--- config.mk ---
export PLATFORM = sky130hd
export DESIGN_NAME = timeout_pool_expiry_table_unit
export DESIGN_NICKNAME = d
export VERILOG_FILES = /design/src/hdl/tpet_pkg.sv /design/src/hdl/tpet_ram.sv /design/src/hdl/timeout_pool_expiry_table_unit.sv
export SDC_FILE = /design/constraint.sdc
export NUM_CORES = 2
export LEC_CHECK = 0
export ABC_AREA = 0
export BUFFER_PORTS_ARGS = -buffer_cell sky130_fd_sc_hd__buf_2
export CORE_ASPECT_RATIO = 1.25
export CORE_MARGIN = 2
export CORE_UTILIZATION = 45
export DETAILED_ROUTE_END_ITERATION = 16
export GPL_TIMING_DRIVEN = 0
export SLEW_MARGIN = 20
export SYNTH_ARGS = -nofsm -noshare
export SYNTH_HDL_FRONTEND = slang
export SYNTH_SLANG_ARGS = --single-unit
--- constraint.sdc ---
create_clock -name clk -period 15.15 [get_ports clk]
set_input_delay 0 -clock clk [delete_from_list [all_inputs] [get_ports clk]]
set_output_delay 0 -clock clk [all_outputs]
set_load 0.01 [all_outputs]
--- src/hdl/tpet_pkg.sv ---
// Shared types, codes and defaults of the timeout expiry table.
`default_nettype none
package tpet_pkg;

  localparam int CAPACITY_DEF  = 16;
  localparam int TIME_BITS_DEF = 32;

  typedef enum logic [1:0] {
    KIND_ADD_ONCE   = 2'd0,
    KIND_ADD_REPEAT = 2'd1,
    KIND_ERASE      = 2'd2,
    KIND_RUN        = 2'd3
  } kind_t;

  typedef enum logic [2:0] {
    ST_ADDED     = 3'd0,
    ST_FULL      = 3'd1,
    ST_ERASED    = 3'd2,
    ST_NOT_FOUND = 3'd3,
    ST_EXPIRED   = 3'd4,
    ST_SUMMARY   = 3'd5
  } status_t;

  typedef enum logic [2:0] {
    S_IDLE,
    S_ERASE,
    S_DUE,
    S_FIND,
    S_PUT,
    S_UPD,
    S_RESP
  } fsm_t;

  typedef struct packed {
    kind_t       kind;
    logic [31:0] now;
    logic [31:0] delay_or_interval;
    logic [31:0] target_id;
  } in_req_t;

  typedef struct packed {
    status_t     status;
    logic [31:0] entry_id;
    logic        has_next;
    logic [31:0] next_expiration;
    logic        last;
  } out_res_t;

endpackage
`default_nettype wire

--- src/hdl/tpet_ram.sv ---
// Generic single-write, single-read RAM with registered read data.
`default_nettype none
module tpet_ram #(
  parameter int WIDTH = 8,
  parameter int DEPTH = 16
) (
  input  wire logic                     clk,
  input  wire logic                     we,
  input  wire logic [$clog2(DEPTH)-1:0] waddr,
  input  wire logic [WIDTH-1:0]         wdata,
  input  wire logic [$clog2(DEPTH)-1:0] raddr,
  output logic      [WIDTH-1:0]         rdata
);

  logic [WIDTH-1:0] mem [DEPTH];
  logic [WIDTH-1:0] rdata_r;

  always_ff @(posedge clk) begin
    if (we) begin
      mem[waddr] <= wdata;
    end
    rdata_r <= mem[raddr];
  end

  assign rdata = rdata_r;

endmodule
`default_nettype wire

--- src/hdl/timeout_pool_expiry_table_unit.sv ---
// Top level of the timeout expiry table: slot RAM, sweep sequencer and result register.
//
//   channel | dir | ports                          | payload
//   in      | in  | in_valid, in_ready, in_data    | in_req_t
//   out     | out | out_valid, out_ready, out_data | out_res_t
//
// Add registers its result directly from idle. Erase sweeps the slot RAM once.
// Run sweeps once to mark due entries, once per expired entry plus one empty
// pass to pick the earliest, and once to reschedule and find the next expiration.
// Synchronous reset clears the valid bits, the id counter and the sequencer.
// A stalled result holds the sequencer where it emits a result; no new request is taken until it is free.
`default_nettype none
module timeout_pool_expiry_table_unit
  import tpet_pkg::*;
#(
  parameter int CAPACITY  = CAPACITY_DEF,
  parameter int TIME_BITS = TIME_BITS_DEF
) (
  input  wire logic     clk,
  input  wire logic     rst_n,
  input  wire logic     in_valid,
  output logic          in_ready,
  input  wire in_req_t  in_data,
  output logic          out_valid,
  input  wire logic     out_ready,
  output out_res_t      out_data
);

  localparam int IW = $clog2(CAPACITY);
  localparam int CW = $clog2(CAPACITY + 1);
  localparam int EW = 32 + 2 * TIME_BITS + 1;
  localparam logic [IW-1:0] LAST_IDX = IW'(CAPACITY - 1);
  localparam logic [CW-1:0] SCAN_END = CW'(CAPACITY);

  fsm_t                 state_r, state_nxt;
  in_req_t              req_r, req_nxt;
  logic [CW-1:0]        scan_r, scan_nxt;
  logic                 rd_v_r, rd_v_nxt;
  logic [IW-1:0]        rd_idx_r, rd_idx_nxt;
  logic [CAPACITY-1:0]  valid_r, valid_nxt;
  logic [CAPACITY-1:0]  due_r, due_nxt;
  logic [CAPACITY-1:0]  pend_r, pend_nxt;
  logic                 found_r, found_nxt;
  logic                 best_v_r, best_v_nxt;
  logic [TIME_BITS-1:0] best_exp_r, best_exp_nxt;
  logic [31:0]          best_id_r, best_id_nxt;
  logic [IW-1:0]        best_idx_r, best_idx_nxt;
  logic [31:0]          idc_r, idc_nxt;
  logic                 out_valid_r, out_valid_nxt;
  out_res_t             out_data_r, out_data_nxt;

  logic                 ram_we;
  logic [IW-1:0]        ram_waddr;
  logic [EW-1:0]        ram_wdata;
  logic [EW-1:0]        ram_rdata;

  logic [31:0]          rd_id;
  logic [TIME_BITS-1:0] rd_exp;
  logic                 rd_rep;
  logic [TIME_BITS-1:0] rd_intv;

  logic [TIME_BITS-1:0] req_now, in_now, in_dly, add_dly, add_exp, upd_exp;
  logic [IW-1:0]        free_idx;
  logic                 free_v;
  logic                 out_free, scan_done, upd_live;
  logic [TIME_BITS-1:0] upd_eff;

  function automatic logic [TIME_BITS-1:0] sat_add(input logic [TIME_BITS-1:0] a,
                                                   input logic [TIME_BITS-1:0] b);
    logic [TIME_BITS:0] s;
    s = {1'b0, a} + {1'b0, b};
    return s[TIME_BITS] ? {TIME_BITS{1'b1}} : s[TIME_BITS-1:0];
  endfunction

  tpet_ram #(
    .WIDTH (EW),
    .DEPTH (CAPACITY)
  ) u_slot_ram (
    .clk   (clk),
    .we    (ram_we),
    .waddr (ram_waddr),
    .wdata (ram_wdata),
    .raddr (scan_r[IW-1:0]),
    .rdata (ram_rdata)
  );

  assign rd_id   = ram_rdata[EW-1 -: 32];
  assign rd_exp  = ram_rdata[2*TIME_BITS : TIME_BITS+1];
  assign rd_rep  = ram_rdata[TIME_BITS];
  assign rd_intv = ram_rdata[TIME_BITS-1:0];

  assign in_now  = TIME_BITS'(in_data.now);
  assign in_dly  = TIME_BITS'(in_data.delay_or_interval);
  assign add_dly = (in_data.kind == KIND_ADD_REPEAT && in_dly == '0) ?
                   TIME_BITS'(1) : in_dly;
  assign add_exp = sat_add(in_now, add_dly);
  assign req_now = TIME_BITS'(req_r.now);
  assign upd_exp = sat_add(req_now, rd_intv);

  always_comb begin
    free_v   = 1'b0;
    free_idx = '0;
    for (int i = CAPACITY - 1; i >= 0; i--) begin
      if (!valid_r[i]) begin
        free_v   = 1'b1;
        free_idx = IW'(i);
      end
    end
  end

  assign out_free  = !out_valid_r || out_ready;
  assign scan_done = rd_v_r && (rd_idx_r == LAST_IDX);
  assign upd_live  = valid_r[rd_idx_r] && !(due_r[rd_idx_r] && !rd_rep);
  assign upd_eff   = due_r[rd_idx_r] ? upd_exp : rd_exp;
  assign in_ready  = (state_r == S_IDLE) && out_free;
  assign out_valid = out_valid_r;
  assign out_data  = out_data_r;

  always_comb begin
    state_nxt     = state_r;
    req_nxt       = req_r;
    scan_nxt      = scan_r;
    rd_v_nxt      = 1'b0;
    rd_idx_nxt    = rd_idx_r;
    valid_nxt     = valid_r;
    due_nxt       = due_r;
    pend_nxt      = pend_r;
    found_nxt     = found_r;
    best_v_nxt    = best_v_r;
    best_exp_nxt  = best_exp_r;
    best_id_nxt   = best_id_r;
    best_idx_nxt  = best_idx_r;
    idc_nxt       = idc_r;
    out_valid_nxt = out_valid_r && !out_ready;
    out_data_nxt  = out_data_r;
    ram_we        = 1'b0;
    ram_waddr     = rd_idx_r;
    ram_wdata     = {rd_id, upd_exp, rd_rep, rd_intv};

    if (state_r != S_IDLE && state_r != S_PUT && state_r != S_RESP &&
        scan_r != SCAN_END) begin
      rd_v_nxt   = 1'b1;
      rd_idx_nxt = scan_r[IW-1:0];
      scan_nxt   = scan_r + CW'(1);
    end

    case (state_r)
      S_IDLE: begin
        if (in_valid && in_ready) begin
          req_nxt    = in_data;
          scan_nxt   = '0;
          found_nxt  = 1'b0;
          best_v_nxt = 1'b0;
          case (in_data.kind)
            KIND_ADD_ONCE, KIND_ADD_REPEAT: begin
              out_valid_nxt = 1'b1;
              out_data_nxt  = '0;
              out_data_nxt.last = 1'b1;
              if (free_v) begin
                ram_we    = 1'b1;
                ram_waddr = free_idx;
                ram_wdata = {idc_r, add_exp, in_data.kind == KIND_ADD_REPEAT, add_dly};
                valid_nxt[free_idx] = 1'b1;
                out_data_nxt.status   = ST_ADDED;
                out_data_nxt.entry_id = idc_r;
                idc_nxt = idc_r + 32'd1;
              end else begin
                out_data_nxt.status = ST_FULL;
              end
            end
            KIND_ERASE: state_nxt = S_ERASE;
            default:    state_nxt = S_DUE;
          endcase
        end
      end
      S_ERASE: begin
        if (rd_v_r && valid_r[rd_idx_r] && rd_id == req_r.target_id) begin
          valid_nxt[rd_idx_r] = 1'b0;
          found_nxt = 1'b1;
        end
        if (scan_done) begin
          state_nxt = S_RESP;
        end
      end
      S_DUE: begin
        if (rd_v_r) begin
          due_nxt[rd_idx_r]  = valid_r[rd_idx_r] && rd_exp <= req_now;
          pend_nxt[rd_idx_r] = valid_r[rd_idx_r] && rd_exp <= req_now;
        end
        if (scan_done) begin
          state_nxt = S_FIND;
          scan_nxt  = '0;
        end
      end
      S_FIND: begin
        if (rd_v_r && pend_r[rd_idx_r] &&
            (!best_v_r || rd_exp < best_exp_r ||
             (rd_exp == best_exp_r && rd_id < best_id_r))) begin
          best_v_nxt   = 1'b1;
          best_exp_nxt = rd_exp;
          best_id_nxt  = rd_id;
          best_idx_nxt = rd_idx_r;
        end
        if (scan_done) begin
          state_nxt = S_PUT;
        end
      end
      S_PUT: begin
        scan_nxt = '0;
        if (!best_v_r) begin
          state_nxt = S_UPD;
        end else if (out_free) begin
          out_valid_nxt = 1'b1;
          out_data_nxt  = '0;
          out_data_nxt.status   = ST_EXPIRED;
          out_data_nxt.entry_id = best_id_r;
          pend_nxt[best_idx_r]  = 1'b0;
          best_v_nxt = 1'b0;
          state_nxt  = S_FIND;
        end
      end
      S_UPD: begin
        if (rd_v_r) begin
          if (due_r[rd_idx_r]) begin
            if (rd_rep) begin
              ram_we = 1'b1;
            end else begin
              valid_nxt[rd_idx_r] = 1'b0;
            end
          end
          if (upd_live && (!best_v_r || upd_eff < best_exp_r)) begin
            best_v_nxt   = 1'b1;
            best_exp_nxt = upd_eff;
          end
        end
        if (scan_done) begin
          state_nxt = S_RESP;
        end
      end
      S_RESP: begin
        if (out_free) begin
          out_valid_nxt = 1'b1;
          out_data_nxt  = '0;
          out_data_nxt.last = 1'b1;
          if (req_r.kind == KIND_ERASE) begin
            out_data_nxt.status   = found_r ? ST_ERASED : ST_NOT_FOUND;
            out_data_nxt.entry_id = req_r.target_id;
          end else begin
            out_data_nxt.status   = ST_SUMMARY;
            out_data_nxt.has_next = best_v_r;
            out_data_nxt.next_expiration = best_v_r ? 32'(best_exp_r) : 32'd0;
          end
          state_nxt = S_IDLE;
        end
      end
      default: state_nxt = S_IDLE;
    endcase
  end

  always_ff @(posedge clk) begin
    if (!rst_n) begin
      state_r     <= S_IDLE;
      rd_v_r      <= 1'b0;
      valid_r     <= '0;
      idc_r       <= '0;
      out_valid_r <= 1'b0;
      scan_r      <= '0;
    end else begin
      state_r     <= state_nxt;
      rd_v_r      <= rd_v_nxt;
      valid_r     <= valid_nxt;
      idc_r       <= idc_nxt;
      out_valid_r <= out_valid_nxt;
      scan_r      <= scan_nxt;
    end
  end

  always_ff @(posedge clk) begin
    req_r      <= req_nxt;
    rd_idx_r   <= rd_idx_nxt;
    due_r      <= due_nxt;
    pend_r     <= pend_nxt;
    found_r    <= found_nxt;
    best_v_r   <= best_v_nxt;
    best_exp_r <= best_exp_nxt;
    best_id_r  <= best_id_nxt;
    best_idx_r <= best_idx_nxt;
    out_data_r <= out_data_nxt;
  end

endmodule
`default_nettype wire

==> flow_metrics.env <==
export IMPL_timing_fmax_ghz=0.142
export IMPL_fill_cells=14027
export IMPL_timing_hold_worst_endpoint="req_r[96]"
export IMPL_hold_slack_ns=0.122
export IMPL_first_pass_iters=9
export IMPL_setup_tns_ns=0
export IMPL_worstPathArrival_ns=7.58
export IMPL_grt_pass1_vias=46709
export IMPL_finalCritPeriodShare_pct=46.5
export IMPL_end_kind="flop"
export IMPL_startpoint_type="flop"
export IMPL_register_area_um2=56900
export IMPL_holdPathStages=2
export IMPL_post_cts_setup_buffer_count=0
export IMPL_final_util_pct=53.8
export IMPL_die_h_um=478
export IMPL_antenna_found_initial=12
export IMPL_cts_htree_levels=4
export IMPL_syn_nets=4824
export IMPL_ys_async_sr_fraction_pct=0
export IMPL_die_area_um2=183000
export IMPL_grt_start_max_net_pins=35
export IMPL_worst_r2r_path_depth=23
export IMPL_drc=0
export IMPL_placed_cells=7387
export IMPL_root_buffer="clkbuf_16"
export IMPL_ys_seq_area_share_pct=70.5
export IMPL_io_pins=173
export IMPL_ctsLongestPathBuffers=3
export IMPL_synth_edf_count=1793
export IMPL_irDropWorstVdd_v=0.0000963
export IMPL_synthTopCellsByArea="edfxtp_1 (67%), mux4_2 (14%), dfxtp_1 (3.8%)"
export IMPL_finalHoldViolations=0
export IMPL_fin_cells=7919
export IMPL_cp_required_ns=15.69
export IMPL_synth_top_cell_area_share_pct=66.6
export IMPL_syn_to_final_growth_pct=18.5
export IMPL_clkTransAtPathRegs_ns=0.07
export IMPL_cts_sinks=1948
export IMPL_grt_pass1_wl_um=340000
export IMPL_avgSynthCellArea_um2=17.8
export IMPL_layout_drive_gt1_share_pct=25.4
export IMPL_via_per_inst=5.96
export IMPL_r2r_end="best_exp_r[12]"
export IMPL_path_buf_inv=3
export IMPL_outcome="finished, final reports clean"
export IMPL_powerDensity_nw_per_um2=167
export IMPL_yosysUniqueCellTypes=79
export IMPL_crit_path_cell_trace="ha_1 > fa_1 > a21o_1 > a21boi_0 > nand4bb_1 > nand4b_1 > a32oi_1 > nand2b_1 > clkbuf_1 > clkbuf_1 > nor2_1 > a21oi_1 > ha_1 > a21o_1 > a21o_1 > a21oi_1 > o211ai_1 > a21oi_1 > nand3_1 > o211ai_1 > nor4bb_1 > o22a_2 > buf_12"
export IMPL_gp_congestion=0.913
export IMPL_r2r_start="u_slot_ram.rdata[0]"
export IMPL_core_area_um2=178000
export IMPL_netlist_area_um2=80800
export IMPL_yosysWarningCount=0
export IMPL_fin_nets=5686
export IMPL_rsz0062_at_grt="false"
export IMPL_gr_total_overflow=0
export IMPL_grt_util_all_layers_pct=26.2
export IMPL_slew_headroom_pct=20.5
export IMPL_clk_latency_ns=0.87
export IMPL_portBuffers=172
export IMPL_die_w_um=383
export IMPL_layout_min_cycle_time_ns=7.04
export IMPL_final_setup_viol_count=0
export IMPL_worst_setup_path_type="reg2reg"
export IMPL_dr_first_iter_drc_count=5817
export IMPL_cts_tree="built"
export IMPL_routedWlPerCell_um=30.4
export IMPL_hpwl_um=175000
export IMPL_synth_flop_cell="edfxtp_1"
export IMPL_fp_row_count=173
export IMPL_drt_wl_total_um=241000
export IMPL_drv_slew=0
export IMPL_p_leak_nw=32.5
export IMPL_reg2reg_slack_ns=8.11
export IMPL_yosys_register_bits=1948
export IMPL_synth_top_area_cell="edfxtp_1"
export IMPL_syn_inst=4527
export IMPL_min_path_type="in2reg"
export IMPL_critPathMaxStageDelay_ns=0.46
export IMPL_multi_input_area_um2=22500
export IMPL_slowest_stage="a32oi_1"
export IMPL_hold_start="in_data[96]"
export IMPL_maxCapViolCount=0
export IMPL_start_util_pct=45.4
export IMPL_tightest_slew_ns=1.19
export IMPL_cp_top_family="compound AO/OA/AOI/OAI gates"
export IMPL_finalClockSkew_ns=0.0665
export IMPL_cp_max_fo=28
export IMPL_postRouteAntennaNets=0
export IMPL_route_vias_total=47232
export IMPL_cts_made_buffers=185
## through the flow
step / total power, W / area [um^2] / worst slack, ns
detailed placement: 0.0112 / 87700 / 8.05
global route: 0.0166 / 95800 / 7.84
finish: 0.0160 / 95800 / 8.11
floorplan: 0.00968 / 80800 / 5.79
global placement: 0.0111 / 84600 / -6.92
CTS: 0.0160 / 95600 / 8.03
## report_power, final
group	internal (W)	switching, W
Sequential	0.00706	0.000270
Clock	0.00270	0.00207
Combinational	0.00132	0.00257
## cell usage in the layout (no fill, tap or decap), drive strengths merged, types with 23 or more instances in the layout
cell / instances
edfxtp: 1793
buf: 540
mux4: 500
clkbuf: 469
nand2: 321
ha: 193
inv: 167
dlygate4sd3: 165
a21oi: 162
nor2: 159
dfxtp: 155
xnor2: 76
o21ai: 71
clkinv: 55
nor3: 54
a21o: 46
nor4: 46
nand4: 44
nand3: 44
xor2: 44
and2: 36
nor2b: 32
a222oi: 32
nand2b: 29
and3: 27
a22oi: 26
o211ai: 24
a31oi: 23
## area by class of cell
| type | count | share of cell area, % |
|---|---|---|
| Clock buffer | 257 | 5.36 |
| Sequential cell | 1948 | 59.5 |
| Tap cell | 2362 | 3.09 |
| Clock inverter | 90 | 1.17 |
| Inverter | 161 | 0.634 |
| Multi-Input combinational cell | 2176 | 23.5 |
| Antenna cell | 8 | 0.0209 |
| Timing Repair Buffer | 675 | 5.76 |
| Buffer | 242 | 1.05 |
## timing repair
item,CTS,global route
endpoints found under the hold margin,585,0
gates resized for setup,0,0
hold buffers,165,0
## worst max-delay path by stage
stage                   startpoint               endpoint  slack (ns)  depth (start not counted)
6_report       u_slot_ram.rdata[0]         best_exp_r[12]        8.11                         23
5_1_grt        u_slot_ram.rdata[0]         best_exp_r[12]        7.84                         23
4_1_cts        u_slot_ram.rdata[0]         best_exp_r[12]        8.03                         23
3_5_place_dp           in_data[97]  u_slot_ram.mem[3][40]        8.05                         19
3_3_place_gp            valid_r[2]   u_slot_ram.mem[8][9]       -6.92                          8
2_1_floorplan          rd_idx_r[0]   u_slot_ram.mem[4][0]        5.79                          8
## flip-flops by register name, summed over array words and instances, names as in the netlist, 3 cells and up
signal and cells:
due_r 16, rd_idx_r 4, valid_r 16, scan_r 5, u_slot_ram.rdata 97, state_r 3, out_data 69, idc_r 32
req_r 34, req_now 32, u_slot_ram.mem 1552, pend_r 16, best_exp_r 32, best_idx_r 4, best_id_r 32
## synthesized netlist by cell type (9+ instances only)
library cell / n
a211oi_1: 16
a21boi_0: 13
a21o_1: 46
a21oi_1: 162
a222oi_1: 32
a22oi_1: 26
a31oi_1: 23
and2_1: 36
and3_1: 27
and4_1: 11
buf_1: 31
buf_2: 9
clkbuf_1: 199
dfxtp_1: 155
edfxtp_1: 1793
ha_1: 193
inv_1: 157
mux2_2: 12
mux4_2: 500
nand2_1: 321
nand2b_1: 29
nand3_1: 44
nand4_1: 44
nor2_1: 157
nor2b_1: 32
nor3_1: 54
nor4_1: 45
o211ai_1: 24
o21a_1: 12
o21ai_0: 68
o21bai_1: 9
o31ai_1: 20
xnor2_1: 76
xor2_1: 44
## cells by family after synthesis
kind of cell	Yosys count	share of synthesized area (%)
and+or+nand+nor	831	4.89
DFF	1948	70.5
buffers and inverters	403	1.91
AOI/OAI and AO/OA	515	4.24
xor gates and xnor gates	120	1.30
muxes	515	14.1
adders and majority gates	195	3.04
## metal layers
metal  up-vias  share of wire (%)  global-route usage [%]
li1      19902                  -                       -
met1     24751                 41                    37.1
met2      2234                 48                    42.2
met3       345                8.2                    4.01
met4         0                2.9                    7.78
met5         -                  0                       0
No activity file was read; power rests on OpenSTA's default activity.
